`src/hw/rtl/wlcs_pkg.sv`:
```
// Shared types and constants for the word-length counting sort block.
// No dependencies; used by all RTL files under hw/rtl except wlcs_stream_if.
`timescale 1ns / 1ps

package wlcs_pkg;

  // The only word separator.
  localparam logic [7:0] SpaceCode = 8'd32;

  // Status of a sequenced unit (ranker, emitter).
  typedef struct packed {
    logic busy;
    logic done;
  } unit_stat_t;

endpackage

```
`src/hw/rtl/wlcs_stream_if.sv`:
```
// Valid/ready stream interfaces for the input and output words.
// No dependencies.
`timescale 1ns / 1ps

interface wlcs_in_if;
  logic       valid;
  logic       ready;
  logic [7:0] char_code;
  logic       char_valid;
  logic       end_of_text;

  modport source (output valid, char_code, char_valid, end_of_text, input ready);
  modport sink   (input valid, char_code, char_valid, end_of_text, output ready);
endinterface

interface wlcs_out_if;
  logic       valid;
  logic       ready;
  logic [7:0] out_char;
  logic       last_char;
  logic       truncated;

  modport source (output valid, out_char, last_char, truncated, input ready);
  modport sink   (input valid, out_char, last_char, truncated, output ready);
endinterface

```
`src/hw/rtl/wlcs_text_store.sv`:
```
// Character memory, fill counter and on-the-fly word boundary tracking.
// Depends on wlcs_pkg.
`timescale 1ns / 1ps

module wlcs_text_store #(
  parameter int MAX_CHARS = 64,
  parameter int MAX_WORDS = 32,
  localparam int AW  = $clog2(MAX_CHARS),
  localparam int CW  = $clog2(MAX_CHARS + 1),
  localparam int WIW = (MAX_WORDS > 1) ? $clog2(MAX_WORDS) : 1,
  localparam int NW  = $clog2(MAX_WORDS + 1)
) (
  input  logic           clk_i,
  input  logic           rst_ni,
  input  logic           acc_i,
  input  logic [7:0]     char_code_i,
  input  logic           char_valid_i,
  input  logic           end_i,
  output logic           wr_en_o,
  output logic [WIW-1:0] wr_addr_o,
  output logic [AW-1:0]  wr_start_o,
  output logic [CW-1:0]  wr_len_o,
  output logic [NW-1:0]  total_o,
  output logic           ovf_o,
  input  logic [AW-1:0]  rd_addr_i,
  output logic [7:0]     rd_data_o
);

  logic [7:0]    char_mem [MAX_CHARS];
  logic [7:0]    rd_data_q;
  logic [CW-1:0] fill_q;
  logic          in_word_q;
  logic [AW-1:0] wstart_q;
  logic [NW-1:0] wcnt_q;
  logic          ovf_q;

  logic          store, is_space, in_after, open_now, close_now, room;
  logic [AW-1:0] start;
  logic [CW-1:0] end_pos;
  logic [NW-1:0] wcnt_nx;
  logic          ovf_nx;

  always_comb begin
    store     = acc_i && char_valid_i && (fill_q < CW'(MAX_CHARS));
    is_space  = (char_code_i == wlcs_pkg::SpaceCode);
    in_after  = store ? !is_space : in_word_q;
    open_now  = store && !is_space && !in_word_q;
    start     = open_now ? fill_q[AW-1:0] : wstart_q;
    end_pos   = fill_q + CW'(store && !is_space);
    close_now = acc_i && ((store && is_space && in_word_q) || (end_i && in_after));
    room      = (wcnt_q < NW'(MAX_WORDS));
    wr_en_o    = close_now && room;
    wr_addr_o  = wcnt_q[WIW-1:0];
    wr_start_o = start;
    wr_len_o   = end_pos - CW'(start);
    wcnt_nx    = wcnt_q + NW'(wr_en_o);
    ovf_nx     = ovf_q || (acc_i && char_valid_i && !store) || (close_now && !room);
  end

  assign total_o   = wcnt_nx;
  assign ovf_o     = ovf_nx;
  assign rd_data_o = rd_data_q;

  always_ff @(posedge clk_i or negedge rst_ni) begin
    if (!rst_ni) begin
      fill_q    <= '0;
      in_word_q <= 1'b0;
      wcnt_q    <= '0;
      ovf_q     <= 1'b0;
    end else if (acc_i && end_i) begin
      // sentence complete: counters restart for the next one
      fill_q    <= '0;
      in_word_q <= 1'b0;
      wcnt_q    <= '0;
      ovf_q     <= 1'b0;
    end else if (acc_i) begin
      fill_q    <= fill_q + CW'(store);
      in_word_q <= in_after;
      wcnt_q    <= wcnt_nx;
      ovf_q     <= ovf_nx;
    end
  end

  always_ff @(posedge clk_i) begin
    if (open_now) begin
      wstart_q <= fill_q[AW-1:0];
    end
  end

  always_ff @(posedge clk_i) begin
    if (store) begin
      char_mem[fill_q[AW-1:0]] <= char_code_i;
    end
    rd_data_q <= char_mem[rd_addr_i];
  end

endmodule

```
`src/hw/rtl/wlcs_ranker.sv`:
```
// Word table (start, length) and rank-ordered index table; comparison
// counting pass over the word lengths. Depends on wlcs_pkg.
`timescale 1ns / 1ps

module wlcs_ranker #(
  parameter int MAX_CHARS = 64,
  parameter int MAX_WORDS = 32,
  localparam int AW  = $clog2(MAX_CHARS),
  localparam int CW  = $clog2(MAX_CHARS + 1),
  localparam int WIW = (MAX_WORDS > 1) ? $clog2(MAX_WORDS) : 1,
  localparam int NW  = $clog2(MAX_WORDS + 1)
) (
  input  logic                 clk_i,
  input  logic                 rst_ni,
  input  logic                 wr_en_i,
  input  logic [WIW-1:0]       wr_addr_i,
  input  logic [AW-1:0]        wr_start_i,
  input  logic [CW-1:0]        wr_len_i,
  input  logic                 start_i,
  input  logic [NW-1:0]        total_i,
  output wlcs_pkg::unit_stat_t stat_o,
  input  logic [WIW-1:0]       ord_addr_i,
  output logic [WIW-1:0]       ord_data_o,
  input  logic [WIW-1:0]       wrd_addr_i,
  output logic [AW-1:0]        wrd_start_o,
  output logic [CW-1:0]        wrd_len_o
);

  localparam logic [1:0] RkIdle  = 2'd0;
  localparam logic [1:0] RkIssue = 2'd1;
  localparam logic [1:0] RkDrain = 2'd2;

  logic [CW-1:0]  len_mem   [MAX_WORDS];
  logic [AW-1:0]  start_mem [MAX_WORDS];
  logic [WIW-1:0] order_mem [MAX_WORDS];

  logic [1:0]     state_q;
  logic [WIW-1:0] a_q, b_q, nm1_q, pb_q, cnt_q;
  logic           p1_q, plast_q;
  logic [CW-1:0]  lena_q, lenb_q;
  logic [AW-1:0]  starta_q;
  logic [WIW-1:0] ord_q;

  logic [WIW-1:0] a_addr;
  logic           ahead;
  logic [WIW-1:0] rank_sum;
  logic           ord_we;

  assign stat_o.busy = (state_q != RkIdle);
  assign stat_o.done = (state_q == RkDrain) && (a_q == nm1_q);
  assign a_addr      = stat_o.busy ? a_q : wrd_addr_i;

  // word b ranks ahead of word a: shorter, or same length and earlier
  assign ahead    = (lenb_q < lena_q) || ((lenb_q == lena_q) && (pb_q < a_q));
  assign rank_sum = cnt_q + WIW'(ahead);
  assign ord_we   = p1_q && plast_q;

  assign ord_data_o  = ord_q;
  assign wrd_start_o = starta_q;
  assign wrd_len_o   = lena_q;

  always_ff @(posedge clk_i) begin
    if (wr_en_i) begin
      len_mem[wr_addr_i]   <= wr_len_i;
      start_mem[wr_addr_i] <= wr_start_i;
    end
    lena_q   <= len_mem[a_addr];
    starta_q <= start_mem[a_addr];
    lenb_q   <= len_mem[b_q];
    if (ord_we) begin
      order_mem[rank_sum] <= a_q;
    end
    ord_q <= order_mem[ord_addr_i];
  end

  always_ff @(posedge clk_i or negedge rst_ni) begin
    if (!rst_ni) begin
      state_q <= RkIdle;
      a_q     <= '0;
      b_q     <= '0;
      nm1_q   <= '0;
      cnt_q   <= '0;
      p1_q    <= 1'b0;
      pb_q    <= '0;
      plast_q <= 1'b0;
    end else begin
      p1_q    <= (state_q == RkIssue);
      pb_q    <= b_q;
      plast_q <= (b_q == nm1_q);
      if (p1_q) begin
        cnt_q <= plast_q ? '0 : rank_sum;
      end
      case (state_q)
        RkIdle: begin
          if (start_i) begin
            state_q <= RkIssue;
            a_q     <= '0;
            b_q     <= '0;
            nm1_q   <= WIW'(total_i - NW'(1));
          end
        end
        RkIssue: begin
          if (b_q == nm1_q) begin
            b_q     <= '0;
            state_q <= RkDrain;
          end else begin
            b_q <= b_q + WIW'(1);
          end
        end
        RkDrain: begin
          if (a_q == nm1_q) begin
            state_q <= RkIdle;
          end else begin
            a_q     <= a_q + WIW'(1);
            state_q <= RkIssue;
          end
        end
        default: state_q <= RkIdle;
      endcase
    end
  end

endmodule

```
`src/hw/rtl/wlcs_emitter.sv`:
```
// Output sequencer: walks words in rank order, reads their characters and
// feeds the output register. Depends on wlcs_pkg and wlcs_stream_if.
`timescale 1ns / 1ps

module wlcs_emitter #(
  parameter int MAX_CHARS = 64,
  parameter int MAX_WORDS = 32,
  localparam int AW  = $clog2(MAX_CHARS),
  localparam int CW  = $clog2(MAX_CHARS + 1),
  localparam int WIW = (MAX_WORDS > 1) ? $clog2(MAX_WORDS) : 1,
  localparam int NW  = $clog2(MAX_WORDS + 1)
) (
  input  logic                 clk_i,
  input  logic                 rst_ni,
  input  logic                 start_i,
  input  logic [NW-1:0]        total_i,
  input  logic                 trunc_i,
  output wlcs_pkg::unit_stat_t stat_o,
  output logic [WIW-1:0]       ord_addr_o,
  input  logic [WIW-1:0]       ord_data_i,
  output logic [WIW-1:0]       wrd_addr_o,
  input  logic [AW-1:0]        wrd_start_i,
  input  logic [CW-1:0]        wrd_len_i,
  output logic [AW-1:0]        chr_addr_o,
  input  logic [7:0]           chr_data_i,
  wlcs_out_if.source           out_o
);

  localparam logic [2:0] EmIdle = 3'd0;
  localparam logic [2:0] EmOrd  = 3'd1;
  localparam logic [2:0] EmWrd  = 3'd2;
  localparam logic [2:0] EmPos  = 3'd3;
  localparam logic [2:0] EmChr  = 3'd4;
  localparam logic [2:0] EmLoad = 3'd5;
  localparam logic [2:0] EmSpc  = 3'd6;

  logic [2:0]     state_q;
  logic [WIW-1:0] r_q, nm1_q;
  logic           trunc_q;
  logic [AW-1:0]  pos_q;
  logic [CW-1:0]  rem_q;
  logic           ovalid_q;
  logic [7:0]     ochar_q;
  logic           olast_q, otrunc_q;

  logic slot_free, last_now, load_chr, load_spc;

  assign slot_free = !ovalid_q || out_o.ready;
  assign last_now  = (rem_q == CW'(1)) && (r_q == nm1_q);
  assign load_chr  = (state_q == EmLoad) && slot_free;
  assign load_spc  = (state_q == EmSpc) && slot_free;

  assign stat_o.busy = (state_q != EmIdle);
  assign stat_o.done = load_chr && last_now;

  assign ord_addr_o = r_q;
  assign wrd_addr_o = ord_data_i;
  assign chr_addr_o = pos_q;

  assign out_o.valid     = ovalid_q;
  assign out_o.out_char  = ochar_q;
  assign out_o.last_char = olast_q;
  assign out_o.truncated = otrunc_q;

  always_ff @(posedge clk_i or negedge rst_ni) begin
    if (!rst_ni) begin
      state_q  <= EmIdle;
      ovalid_q <= 1'b0;
    end else begin
      if (load_chr || load_spc) begin
        ovalid_q <= 1'b1;
      end else if (out_o.ready) begin
        ovalid_q <= 1'b0;
      end
      case (state_q)
        EmIdle: if (start_i) state_q <= EmOrd;
        EmOrd:  state_q <= EmWrd;
        EmWrd:  state_q <= EmPos;
        EmPos:  state_q <= EmChr;
        EmChr:  state_q <= EmLoad;
        EmLoad: begin
          if (slot_free) begin
            if (rem_q != CW'(1)) begin
              state_q <= EmChr;
            end else if (r_q == nm1_q) begin
              state_q <= EmIdle;
            end else begin
              state_q <= EmSpc;
            end
          end
        end
        EmSpc: if (slot_free) state_q <= EmOrd;
        default: state_q <= EmIdle;
      endcase
    end
  end

  always_ff @(posedge clk_i) begin
    if ((state_q == EmIdle) && start_i) begin
      r_q     <= '0;
      nm1_q   <= WIW'(total_i - NW'(1));
      trunc_q <= trunc_i;
    end
    if (state_q == EmPos) begin
      pos_q <= wrd_start_i;
      rem_q <= wrd_len_i;
    end
    if (load_chr) begin
      ochar_q  <= chr_data_i;
      olast_q  <= last_now;
      otrunc_q <= trunc_q;
      pos_q    <= pos_q + AW'(1);
      rem_q    <= rem_q - CW'(1);
    end
    if (load_spc) begin
      ochar_q  <= wlcs_pkg::SpaceCode;
      olast_q  <= 1'b0;
      otrunc_q <= trunc_q;
      r_q      <= r_q + WIW'(1);
    end
  end

endmodule

```
`src/hw/rtl/word_length_counting_sort.sv`:
```
// Top level of the word-length counting sort block.
// Depends on wlcs_pkg, wlcs_stream_if, wlcs_text_store, wlcs_ranker, wlcs_emitter.
//
// Usage:
//   in_i  (sink)  : one word per character; char_valid marks a real character,
//                   end_of_text closes the sentence (the character, if any, is
//                   stored first). Accepted when valid && ready.
//   out_o (source): the words of the sentence ordered by length (stable),
//                   one character per word, single spaces between words,
//                   last_char on the final one, truncated when characters or
//                   words were dropped for lack of room.
//   Loading runs at one character per cycle. After the end word ready drops
//   while the word table is ranked, one length compare per cycle through the
//   second table read port. Emission then reads the order memory, the word
//   table and, for each character, the character memory, and loads each
//   character and each separating space into the output register; every one
//   of these memory reads is registered.
//   An empty sentence gives no output and ready stays high.
//   A stalled receiver holds the output register; the sequencer waits and
//   input stays blocked until the last character sits in the output register.
//   Reset (rst_ni low, async) empties the sentence and clears all sequencers;
//   no memory clearing pass is needed.
`timescale 1ns / 1ps

module word_length_counting_sort #(
  parameter int MAX_CHARS = 64,
  parameter int MAX_WORDS = 32
) (
  input  logic        clk_i,
  input  logic        rst_ni,
  wlcs_in_if.sink     in_i,
  wlcs_out_if.source  out_o
);

  localparam int AW  = $clog2(MAX_CHARS);
  localparam int CW  = $clog2(MAX_CHARS + 1);
  localparam int WIW = (MAX_WORDS > 1) ? $clog2(MAX_WORDS) : 1;
  localparam int NW  = $clog2(MAX_WORDS + 1);

  logic                 in_acc, end_acc, rk_start;
  logic                 wr_en;
  logic [WIW-1:0]       wr_addr;
  logic [AW-1:0]        wr_start;
  logic [CW-1:0]        wr_len;
  logic [NW-1:0]        ts_total;
  logic                 ts_ovf;
  logic [AW-1:0]        chr_addr;
  logic [7:0]           chr_data;
  wlcs_pkg::unit_stat_t rk_stat, em_stat;
  logic [WIW-1:0]       ord_addr, ord_data, wrd_addr;
  logic [AW-1:0]        wrd_start;
  logic [CW-1:0]        wrd_len;
  logic [NW-1:0]        total_q;
  logic                 trunc_q;

  // input is taken whenever neither the ranker nor the emitter is running
  assign in_i.ready = !rk_stat.busy && !em_stat.busy;
  assign in_acc     = in_i.valid && in_i.ready;
  assign end_acc    = in_acc && in_i.end_of_text;
  assign rk_start   = end_acc && (ts_total != '0);

  // word count and drop flag of the closed sentence, handed to the emitter
  always_ff @(posedge clk_i) begin
    if (rk_start) begin
      total_q <= ts_total;
      trunc_q <= ts_ovf;
    end
  end

  wlcs_text_store #(
    .MAX_CHARS (MAX_CHARS),
    .MAX_WORDS (MAX_WORDS)
  ) u_store (
    .clk_i        (clk_i),
    .rst_ni       (rst_ni),
    .acc_i        (in_acc),
    .char_code_i  (in_i.char_code),
    .char_valid_i (in_i.char_valid),
    .end_i        (in_i.end_of_text),
    .wr_en_o      (wr_en),
    .wr_addr_o    (wr_addr),
    .wr_start_o   (wr_start),
    .wr_len_o     (wr_len),
    .total_o      (ts_total),
    .ovf_o        (ts_ovf),
    .rd_addr_i    (chr_addr),
    .rd_data_o    (chr_data)
  );

  wlcs_ranker #(
    .MAX_CHARS (MAX_CHARS),
    .MAX_WORDS (MAX_WORDS)
  ) u_ranker (
    .clk_i       (clk_i),
    .rst_ni      (rst_ni),
    .wr_en_i     (wr_en),
    .wr_addr_i   (wr_addr),
    .wr_start_i  (wr_start),
    .wr_len_i    (wr_len),
    .start_i     (rk_start),
    .total_i     (ts_total),
    .stat_o      (rk_stat),
    .ord_addr_i  (ord_addr),
    .ord_data_o  (ord_data),
    .wrd_addr_i  (wrd_addr),
    .wrd_start_o (wrd_start),
    .wrd_len_o   (wrd_len)
  );

  wlcs_emitter #(
    .MAX_CHARS (MAX_CHARS),
    .MAX_WORDS (MAX_WORDS)
  ) u_emitter (
    .clk_i       (clk_i),
    .rst_ni      (rst_ni),
    .start_i     (rk_stat.done),
    .total_i     (total_q),
    .trunc_i     (trunc_q),
    .stat_o      (em_stat),
    .ord_addr_o  (ord_addr),
    .ord_data_i  (ord_data),
    .wrd_addr_o  (wrd_addr),
    .wrd_start_i (wrd_start),
    .wrd_len_i   (wrd_len),
    .chr_addr_o  (chr_addr),
    .chr_data_i  (chr_data),
    .out_o       (out_o)
  );

endmodule

```
`src/flat_wrapper.sv`:
```
// flat-port wrapper written by rule: the top's interface ports become plain ports
module word_length_counting_sort_flat 
#(
  parameter int MAX_CHARS = 64,
  parameter int MAX_WORDS = 32
)
  (clk_i, rst_ni, in_i_valid, in_i_char_code, in_i_char_valid, in_i_end_of_text, in_i_ready, out_o_valid, out_o_out_char, out_o_last_char, out_o_truncated, out_o_ready);
  wlcs_in_if in_i_i ();
  wlcs_out_if out_o_i ();
  input  logic clk_i;
  input  logic rst_ni;
  input wire logic [$bits(in_i_i.valid)-1:0] in_i_valid;
  input wire logic [$bits(in_i_i.char_code)-1:0] in_i_char_code;
  input wire logic [$bits(in_i_i.char_valid)-1:0] in_i_char_valid;
  input wire logic [$bits(in_i_i.end_of_text)-1:0] in_i_end_of_text;
  output wire logic [$bits(in_i_i.ready)-1:0] in_i_ready;
  output wire logic [$bits(out_o_i.valid)-1:0] out_o_valid;
  output wire logic [$bits(out_o_i.out_char)-1:0] out_o_out_char;
  output wire logic [$bits(out_o_i.last_char)-1:0] out_o_last_char;
  output wire logic [$bits(out_o_i.truncated)-1:0] out_o_truncated;
  input wire logic [$bits(out_o_i.ready)-1:0] out_o_ready;
  assign in_i_i.valid = in_i_valid;
  assign in_i_i.char_code = in_i_char_code;
  assign in_i_i.char_valid = in_i_char_valid;
  assign in_i_i.end_of_text = in_i_end_of_text;
  assign in_i_ready = in_i_i.ready;
  assign out_o_valid = out_o_i.valid;
  assign out_o_out_char = out_o_i.out_char;
  assign out_o_last_char = out_o_i.last_char;
  assign out_o_truncated = out_o_i.truncated;
  assign out_o_i.ready = out_o_ready;
  word_length_counting_sort #(.MAX_CHARS(MAX_CHARS), .MAX_WORDS(MAX_WORDS)) u_core (.clk_i(clk_i), .rst_ni(rst_ni), .in_i(in_i_i), .out_o(out_o_i));
endmodule
```
`config.mk`:
```
export PLATFORM = sky130hd
export DESIGN_NAME = word_length_counting_sort_flat
export DESIGN_NICKNAME = d
export VERILOG_FILES = /design/src/hw/rtl/wlcs_pkg.sv /design/src/hw/rtl/wlcs_stream_if.sv /design/src/hw/rtl/wlcs_text_store.sv /design/src/hw/rtl/wlcs_ranker.sv /design/src/hw/rtl/wlcs_emitter.sv /design/src/hw/rtl/word_length_counting_sort.sv /design/src/flat_wrapper.sv
export SDC_FILE = /design/constraint.sdc
export NUM_CORES = 2
export LEC_CHECK = 0
export ABC_AREA = 1
export ABC_CLOCK_PERIOD_IN_PS = 11470
export BUFFER_PORTS_ARGS = -buffer_cell sky130_fd_sc_hd__buf_2
export CAP_MARGIN = 20
export CORE_MARGIN = 8
export CORE_UTILIZATION = 32
export DETAILED_ROUTE_END_ITERATION = 8
export PLACE_DENSITY = 0.56
export SLEW_MARGIN = 25
export SYNTH_ARGS = -nofsm -noshare
export SYNTH_HDL_FRONTEND = slang
export SYNTH_SLANG_ARGS = --single-unit
```
`constraint.sdc`:
```
create_clock -name clk_i -period 11.47 [get_ports clk_i]
set_input_delay 0 -clock clk_i [delete_from_list [all_inputs] [get_ports clk_i]]
set_output_delay 0 -clock clk_i [all_outputs]
set_load 0.05 [all_outputs]
```
== Word-level counts from Yosys, hierarchy flattened ==
Memory sizes are Yosys's and may differ from the RTL's. A register that Yosys moved wholly into a read port is not among the register bits.
Cells that the tools add are included.

* Memory bits (writable): 1088
* Memories kept: 4
* Output and inout port bits: 12
* Bits in registers: 94

* Equal/unequal tests: 21
* Multiplexer cells: 43
* Magnitude comparators: 4
* Add/subtract/negate cells: 12
* Reduce and logical (&&, ||, !) cells: 52

{| class="wikitable"
|+ Memories
! memory !! words !! bits a word !! read ports !! clocked after memory_dff !! write ports !! RTL line !! text
|-
| u_core.u_store.char_mem || 64 || 8 || 1 || 1 || 1 || wlcs_text_store.sv:29 || <nowiki>logic [7:0] char_mem [MAX_CHARS];</nowiki>
|-
| u_core.u_ranker.len_mem || 32 || 7 || 2 || 2 || 1 || wlcs_ranker.sv:33 || <nowiki>logic [CW-1:0] len_mem [MAX_WORDS];</nowiki>
|-
| u_core.u_ranker.start_mem || 32 || 6 || 1 || 1 || 1 || wlcs_ranker.sv:34 || <nowiki>logic [AW-1:0] start_mem [MAX_WORDS];</nowiki>
|-
| u_core.u_ranker.order_mem || 32 || 5 || 1 || 1 || 1 || wlcs_ranker.sv:35 || <nowiki>logic [WIW-1:0] order_mem [MAX_WORDS];</nowiki>
|}

{| class="wikitable"
|+ Operators by type and width
! cell !! number
|-
| two-way mux 5 bit || 7
|-
| two-way mux 6 bit || 5
|-
| two-way mux 7 bit || 4
|-
| logical AND 1 bit || 22
|-
| case mux 3 bit (7 select lines) || 1
|-
| case mux 5 bit (2 select lines) || 2
|-
| two-way mux 1 bit || 16
|-
| nonzero test 2 bit || 8
|-
| adder 5 x 1 -> 5 bit, second input constant || 3
|-
| equality test 5 bit || 3
|-
| two-way mux 3 bit || 5
|-
| adder 7 x 1 -> 7 bit || 2
|-
| subtractor 5 x 1 -> 5 bit, second input constant || 2
|-
| equality test 3 bit, second input constant || 3
|-
| equality test 8 x 6 -> 1 bit, second input constant || 1
|-
| != test 2 bit, second input constant || 4
|-
| equality test 7 x 1 -> 1 bit, second input constant || 1
|-
| equality test 7 bit || 1
|-
| zero test 1 bit || 7
|-
| less-than comparator 7 bit || 1
|-
| less-than comparator 7 bit, second input constant || 1
|-
| != test 7 x 1 -> 1 bit, second input constant || 1
|-
| subtractor 7 x 1 -> 7 bit, second input constant || 1
|-
| subtractor 7 x 6 -> 7 bit || 1
|-
| other kinds (19) || 30
|}

== Depth between registers and ports, before layout ==
* Depth after elaboration: 16
* Depth in mapped cells: 21
* Depth with buffers taken out: 21

== Cells and area by module ==
A second synthesis with hierarchy kept.

* Cells, all modules: 5145
* Area total of the unflattened synthesis: 53911.7 µm²

{| class="wikitable"
|+ By module, submodules not included
! module !! cells an instance !! area an instance (µm²) !! sequential area each (µm²) !! instances
|-
| wlcs_ranker || 2937 || 29056.6 || 18522.8 || 1
|-
| wlcs_text_store || 1970 || 22615.4 || 16030.4 || 1
|-
| wlcs_emitter || 222 || 1975.6 || 1031.0 || 1
|-
| word_length_counting_sort || 16 || 264.0 || 210.2 || 1
|}

== Least setup slack after synthesis ==
No wires, ideal clock.

* Path kind: register to register
* Start: reg u_core.u_ranker.state_q[1]
* End: mem u_core.u_ranker.len_mem[0][6] (netlist name), data pin
* Library setup time: 371 ps
* Arrival: 4557 ps
* Stages on the path, launching flop included: 21
* Slack: 6542 ps
* Clock period less this slack: 4928 ps
* Cells stage by stage: dfrtp_1 > nor2_4 > nand3_4 > nor2_8 > inv_2 > nor2_2 > nand2_2 > inv_2 > nand3_2 > buf_6 > o21ai_1 > ha_1 > inv_1 > ha_1 > fa_1 > nand3_1 > nand2_1 > a21oi_1 > nor2_1 > nor2_1 > xor2_1

* Cells in the longest elaborated chain, start to end: 10

{| class="wikitable"
|+ Ends and longest elaborated chain
! what !! RTL line !! text
|-
| from (decl) || wlcs_ranker.sv:37 || <nowiki>logic [1:0] state_q;</nowiki>
|-
| from (signal assigned) || wlcs_ranker.sv:78 || <nowiki>state_q <= RkIdle;</nowiki>
|-
| from (signal assigned) || wlcs_ranker.sv:96 || <nowiki>state_q <= RkIssue;</nowiki>
|-
| from (signal assigned) || wlcs_ranker.sv:105 || <nowiki>state_q <= RkDrain;</nowiki>
|-
| nonzero test 2 bit || wlcs_ranker.sv:49 || <nowiki>assign stat_o.busy = (state_q != RkIdle);</nowiki>
|-
| zero test 1 bit || word_length_counting_sort.sv:57 || <nowiki>assign in_i.ready = !rk_stat.busy && !em_stat.busy;</nowiki>
|-
| logical AND 1 bit || word_length_counting_sort.sv:57 ||
|-
| logical AND 1 bit || word_length_counting_sort.sv:58 || <nowiki>assign in_acc = in_i.valid && in_i.ready;</nowiki>
|-
| logical AND 1 bit (2 in series) || wlcs_text_store.sv:44 || <nowiki>store = acc_i && char_valid_i && (fill_q < CW'(MAX_CHARS));</nowiki>
|-
| logical AND 1 bit (2 in series) || wlcs_text_store.sv:47 || <nowiki>open_now = store && !is_space && !in_word_q;</nowiki>
|-
| two-way mux 6 bit || wlcs_text_store.sv:48 || <nowiki>start = open_now ? fill_q[AW-1:0] : wstart_q;</nowiki>
|-
| net u_core.u_ranker.wr_start_i[0] || wlcs_ranker.sv:17 || <nowiki>input logic [AW-1:0] wr_start_i,</nowiki>
|-
| subtractor 7 x 6 -> 7 bit || wlcs_text_store.sv:55 || <nowiki>wr_len_o = end_pos - CW'(start);</nowiki>
|-
| net u_core.u_ranker.wr_len_i[6] || wlcs_ranker.sv:18 || <nowiki>input logic [CW-1:0] wr_len_i,</nowiki>
|-
| to (decl) || wlcs_ranker.sv:33 ||
|}

The timed path passes the listed nets, and every way through them passes these cells.

== Worst setup path after layout ==
* Start: reg u_core.u_ranker.state_q[1]
* End: mem u_core.u_ranker.len_mem[1][6] (netlist name), data pin

The elaborated chain is that of the path after synthesis.

==> flow_results.xml <==
<?xml version="1.0" encoding="UTF-8"?>
<metrics>
  <group name="die">
    <metric name="initial_utilization" unit="%">32.21</metric>
    <metric name="top_level_ports" unit="">26</metric>
    <metric name="placement_rows" unit="">149</metric>
    <metric name="dieWidth" unit="µm">423.3</metric>
    <metric name="die_y" unit="µm">423.3</metric>
    <metric name="core" unit="µm²">164800</metric>
    <metric name="die_area" unit="µm²">179200</metric>
  </group>
  <group name="global_routing">
    <metric name="grt_pass1_wl" unit="µm">218800</metric>
    <metric name="all_layer_global_routing_usage" unit="%">15.77</metric>
    <metric name="overflow" unit="">0</metric>
    <metric name="grt_start_max_net_pins" unit="">197</metric>
    <metric name="grt_pass1_vias" unit="">34820</metric>
    <metric name="number_of_antenna_violations_at_the_first_check_in_global_routing" unit="">3</metric>
  </group>
  <group name="timing">
    <metric name="max_freq" unit="GHz">0.1925</metric>
    <metric name="slew_headroom" unit="%">26.10</metric>
    <metric name="post-route-min-period" unit="ps">5194</metric>
    <metric name="timing_worst_slew_pin_value" unit="ps">1107</metric>
    <metric name="rsz0062_at_grt" unit="">false</metric>
    <metric name="final.setup.worst_slack" unit="ps">6276</metric>
    <metric name="final_max_slew_viol_count" unit="">0</metric>
    <metric name="timing.final.crit_share" unit="%">45.28</metric>
    <metric name="setup-violations-final" unit="">0</metric>
    <metric name="timing.clock.skew" unit="ps">31.53</metric>
    <metric name="setup_total_negative_slack" unit="ps">0</metric>
    <metric name="timing.final.hold_violations" unit="">0</metric>
  </group>
  <group name="worst_setup_path">
    <metric name="ff2ff_setup_slack" unit="ps">6280</metric>
    <metric name="arrival" unit="ps">5640</metric>
    <metric name="worstSetupStartpointType" unit="">flip-flop</metric>
    <metric name="cp_top_family" unit="">simple AND/OR/NAND/NOR gates</metric>
    <metric name="crit_path_max_incr_delay" unit="ps">710</metric>
    <metric name="timing.rr.start" unit="">u_core.u_ranker.state_q[1]$_DFFE_PN0P_</metric>
    <metric name="worstSetupEndpoint" unit="">u_core.u_ranker.len_mem[1][6]$_DFFE_PP_</metric>
    <metric name="worst_r2r_endpoint" unit="">u_core.u_ranker.len_mem[1][6]$_DFFE_PP_</metric>
    <metric name="timing.reg2reg.worst_path_depth" unit="">19</metric>
    <metric name="cp.depth" unit="">19</metric>
    <metric name="origin_of_the_worst_setup_path" unit="">u_core.u_ranker.state_q[1]$_DFFE_PN0P_</metric>
    <metric name="critical-path-slowest-cell" unit="">o21ai_4</metric>
    <metric name="crit_required" unit="ps">11910</metric>
    <metric name="critical_path_sink_type" unit="">flip-flop</metric>
    <metric name="critical_path_peak_fanout" unit="">34</metric>
    <metric name="worstPathBufferInverterCount" unit="">3</metric>
    <metric name="setup.worst_path.class" unit="">flip-flop to flip-flop</metric>
    <metric name="crit_chain" unit="">nor2_4 -&gt; nand3_4 -&gt; nor2_8 -&gt; inv_2 -&gt; nor2_2 -&gt; nand2_2 -&gt; inv_2 -&gt; nand3_2 -&gt; o21ai_4 -&gt; ha_1 -&gt; inv_1 -&gt; ha_2 -&gt; fa_2 -&gt; nand3_1 -&gt; nand2_1 -&gt; a21oi_1 -&gt; nor2_1 -&gt; nor2_1 -&gt; xor2_4</metric>
  </group>
  <group name="power">
    <metric name="portion_of_total_power_attributed_to_the_clock_network" unit="%">29.5</metric>
    <metric name="seq_power_share" unit="%">40.8</metric>
    <metric name="comb_power_share" unit="%">29.8</metric>
    <metric name="switchingPower" unit="mW">4.935</metric>
    <metric name="p_leak" unit="nW">22.06</metric>
    <metric name="vdd_ir_drop_max" unit="V">0.0001881</metric>
    <metric name="power_per_cell_area" unit="nW/µm²">228.6</metric>
    <metric name="cellInternalPower" unit="mW">8.730</metric>
    <metric name="total_power" unit="mW">13.67</metric>
    <metric name="p_sw_share" unit="%">36.12</metric>
  </group>
  <group name="synth">
    <metric name="synthesis.area_per_instance" unit="µm²">10.66</metric>
    <metric name="synth_seq_area_share" unit="%">67.38</metric>
    <metric name="synthXorXnorAreaFrac" unit="%">0.7260</metric>
    <metric name="synth_top_cell_area_share" unit="%">63.31</metric>
    <metric name="synth.cell_area" unit="µm²">53080</metric>
    <metric name="count_of_flip_flops_with_a_built_in_enable_after_synthesis" unit="">1119</metric>
    <metric name="ff_latch_count_synth" unit="">1215</metric>
    <metric name="netlist-cell-type-count" unit="">47</metric>
    <metric name="synth-simple-area-share" unit="%">16.39</metric>
    <metric name="dominantRegCellSynth" unit="">edfxtp_1</metric>
    <metric name="synth.top_cells.by_count" unit="">edfxtp_1 (1119), nand2_1 (785), nand3_1 (634), nor2_1 (589), inv_1 (543)</metric>
    <metric name="synthMostInstantiatedCell" unit="">edfxtp_1</metric>
    <metric name="mapped_cells" unit="">4981</metric>
    <metric name="synth_area_leaders" unit="">edfxtp_1 (63%), nand3_1 (6.0%), nand2_1 (5.6%), o21ai_0 (4.2%), nor2_1 (4.2%)</metric>
    <metric name="post_synth_adder_cell_area" unit="%">0.9335</metric>
    <metric name="ys.warnings.count" unit="">0</metric>
    <metric name="postSynth.asyncResetShare" unit="%">3.951</metric>
    <metric name="compound_gate_portion_of_the_synthesized_area" unit="%">8.260</metric>
    <metric name="postSynthNetCount" unit="">5034</metric>
    <metric name="synth.area.mux_share" unit="%">0.01886</metric>
    <metric name="cell_accounting_for_the_most_synthesized_area" unit="">edfxtp_1</metric>
    <metric name="combinational_family_with_the_most_area_after_synthesis" unit="">simple AND/OR/NAND/NOR gates</metric>
  </group>
  <group name="run">
    <metric name="maxCapViolations" unit="">0</metric>
  </group>
  <group name="clock_network">
    <metric name="postCtsResizedCells" unit="">0</metric>
    <metric name="cts_max_path_buffers" unit="">3</metric>
    <metric name="numClockSinks" unit="">1215</metric>
    <metric name="ctsHtreeMaxLevel" unit="">4</metric>
    <metric name="clkSlewWorstSetupHoldPaths" unit="ps">60</metric>
    <metric name="cts_buffers" unit="">130</metric>
    <metric name="insertion_delay" unit="ps">760</metric>
    <metric name="clockRootBuffer" unit="">clkbuf_16</metric>
    <metric name="clock_tree_from_tritoncts" unit="">yes</metric>
  </group>
  <group name="final_layout">
    <metric name="final_area" unit="µm²">59770</metric>
    <metric name="post_layout_nonfiller_instances" unit="">7249</metric>
    <metric name="synthToLayoutAreaGrowth" unit="%">12.60</metric>
    <metric name="fill_cells" unit="">16130</metric>
    <metric name="finalNetCount" unit="">5013</metric>
    <metric name="drive_gt1_share" unit="%">7.294</metric>
  </group>
  <group name="route">
    <metric name="1st_pass_router_iterations" unit="">6</metric>
    <metric name="remaining_drc_errors" unit="">0</metric>
    <metric name="wirelength" unit="µm">146300</metric>
    <metric name="wire_per_inst" unit="µm">20.19</metric>
    <metric name="drt-vias-per-instance" unit="">5.009</metric>
    <metric name="vias_after_detailed_routing" unit="">36310</metric>
    <metric name="number_of_design_rule_violations_left_by_the_first_detailed_router_iteration" unit="">3606</metric>
    <metric name="route.antenna.remaining_nets" unit="">0</metric>
  </group>
  <group name="placement">
    <metric name="dp_hpwl" unit="µm">82190</metric>
    <metric name="place_worst_setup_slack" unit="ps">6333</metric>
    <metric name="place_inst" unit="">6998</metric>
    <metric name="gp_congestion" unit="">0.8203</metric>
    <metric name="placed_cell_area" unit="µm²">55520</metric>
    <metric name="port_buffers" unit="">25</metric>
  </group>
  <group name="min_path">
    <metric name="worst_hold_path_type" unit="">input port to flip-flop</metric>
  </group>
  <group name="status">
    <metric name="outcome" unit="">finished clean</metric>
  </group>
</metrics>
-- cell families (layout without fill, tap and decap cells) --
| kind of cell | count (synthesis) | in the layout |
|---|---|---|
| AND/OR/NAND/NOR | 2058 | 2058 |
| flip-flops | 1215 | 1215 |
| buffers and inverters | 835 | 913 |
| AO/OA/AOI/OAI | 789 | 789 |
| XOR/XNOR | 44 | 44 |
| adder cells (fa/ha/maj) | 39 | 39 |
| multiplexers | 1 | 1 |
| other | 0 | 1 |
-- per-layer routing --
metal  wire (µm)  vias to the layer above  part of all wire [%]  GRT usage, %
li1            -                    17070                     -             -
met1       62740                    17650                    43         21.29
met2       68440                     1311                    47         25.52
met3       10570                      272                   7.2         2.733
met4        4565                        4                   3.1         5.733
met5          27                        -                 0.018             0
-- power by group through the flow --
stage	registers, mW	clock network [mW]	logic [mW]
3_3_place_gp	5.67	0	3.95
2_1_floorplan	5.62	0	2.65
6_report	5.57	4.03	4.07
3_5_place_dp	5.66	0	4.02
5_1_grt	5.59	4.26	4.47
4_1_cts	5.57	4.10	4.05
-- final cells by class --
cell class                      instances  area, µm²  share of cell area [%]
Antenna cell                            1      2.502                0.004187
Clock buffer                          173       3550                   5.939
Clock inverter                         58      488.0                  0.8165
Inverter                              563       2118                   3.544
Multi-Input combinational cell       2931      14190                   23.74
Sequential cell                      1215      35770                   59.86
Tap cell                             2189       2739                   4.583
Timing Repair Buffer                  119      903.4                   1.512
-- worst min path at each step --
stage,startpoint,depth (start not counted),to,slack [ps]
after floorplan,rst_ni,0,u_core.u_emitter.out_o.valid$_DFFE_PN0P_,-300
after global placement,rst_ni,2,u_core.u_ranker.b_q[1]$_DFFE_PN0P_,170
after detailed placement,rst_ni,2,u_core.u_ranker.b_q[1]$_DFFE_PN0P_,180
after CTS,out_o_ready,5,u_core.u_emitter.state_q[1]$_DFFE_PN0P_,170
after global routing,out_o_ready,5,u_core.u_emitter.state_q[1]$_DFFE_PN0P_,250
final,out_o_ready,5,u_core.u_emitter.state_q[1]$_DFFE_PN0P_,190
-- layout by cell type, fill, tap and decap left out, types with 34 or more instances in the layout --
cell type,instances
dfxtp_1,48
inv_1,542
nand2_1,785
buf_4,73
a21oi_1,144
nor2_1,565
ha_1,37
clkbuf_1,34
o22ai_1,60
o211ai_1,91
nand3_1,634
clkbuf_16,134
dfrtp_1,42
edfxtp_1,1119
o21ai_0,447
-- stage by stage --
step | util [%] | hold slack (ps)
CTS | 36.25 | 172.0
floorplan | - | -295.6
global placement | 33.65 | 172.6
finish | 36.27 | 191.7
global route | 36.27 | 250.7
detailed placement | 33.69 | 177.6
-- worst register-to-register path, cell delays in order (launching register included) --
cell     delay, ps
dfrtp_1        440
nor2_4         370
nand3_4        180
nor2_8         260
inv_2           90
nor2_2         120
nand2_2        100
inv_2           70
nand3_2        230
o21ai_4        720
ha_1           250
inv_1           40
ha_2           180
fa_2           420
nand3_1        100
nand2_1        140
a21oi_1        170
nor2_1          60
nor2_1         250
xor2_4         660
-- sequential cells by signal (all words and copies together), names as in the netlist, 5 cells and up --
| name | count |
|---|---|
| u_core.u_ranker.ord_data_o | 5 |
| u_core.u_ranker.order_mem | 160 |
| u_core.u_ranker.len_mem | 224 |
| u_core.u_emitter.rem_q | 7 |
| u_core.u_ranker.b_q | 5 |
| u_core.u_ranker.start_mem | 192 |
| u_core.u_store.wstart_q | 6 |
| u_core.u_store.fill_q | 7 |
| u_core.u_ranker.lenb_q | 7 |
| u_core.u_ranker.a_q | 5 |
| u_core.u_store.rd_data_o | 8 |
| u_core.u_emitter.chr_addr_o | 6 |
| u_core.u_ranker.cnt_q | 5 |
| u_core.u_store.char_mem | 512 |
| u_core.u_store.wcnt_q | 6 |
| u_core.u_emitter.out_o.out_char | 8 |
| u_core.u_emitter.ord_addr_o | 5 |
| u_core.total_q | 5 |
| u_core.u_ranker.wrd_start_o | 6 |
| u_core.u_emitter.nm1_q | 5 |
| u_core.u_ranker.pb_q | 5 |
| u_core.u_ranker.nm1_q | 5 |
| u_core.u_ranker.wrd_len_o | 7 |
-- timing repair --
action / CTS / global route
endpoints found under the hold margin: 530 / 0
setup buffers: 0 / 0
hold buffers: 19 / 0
Note: power is estimated with default switching activity, not from simulation.
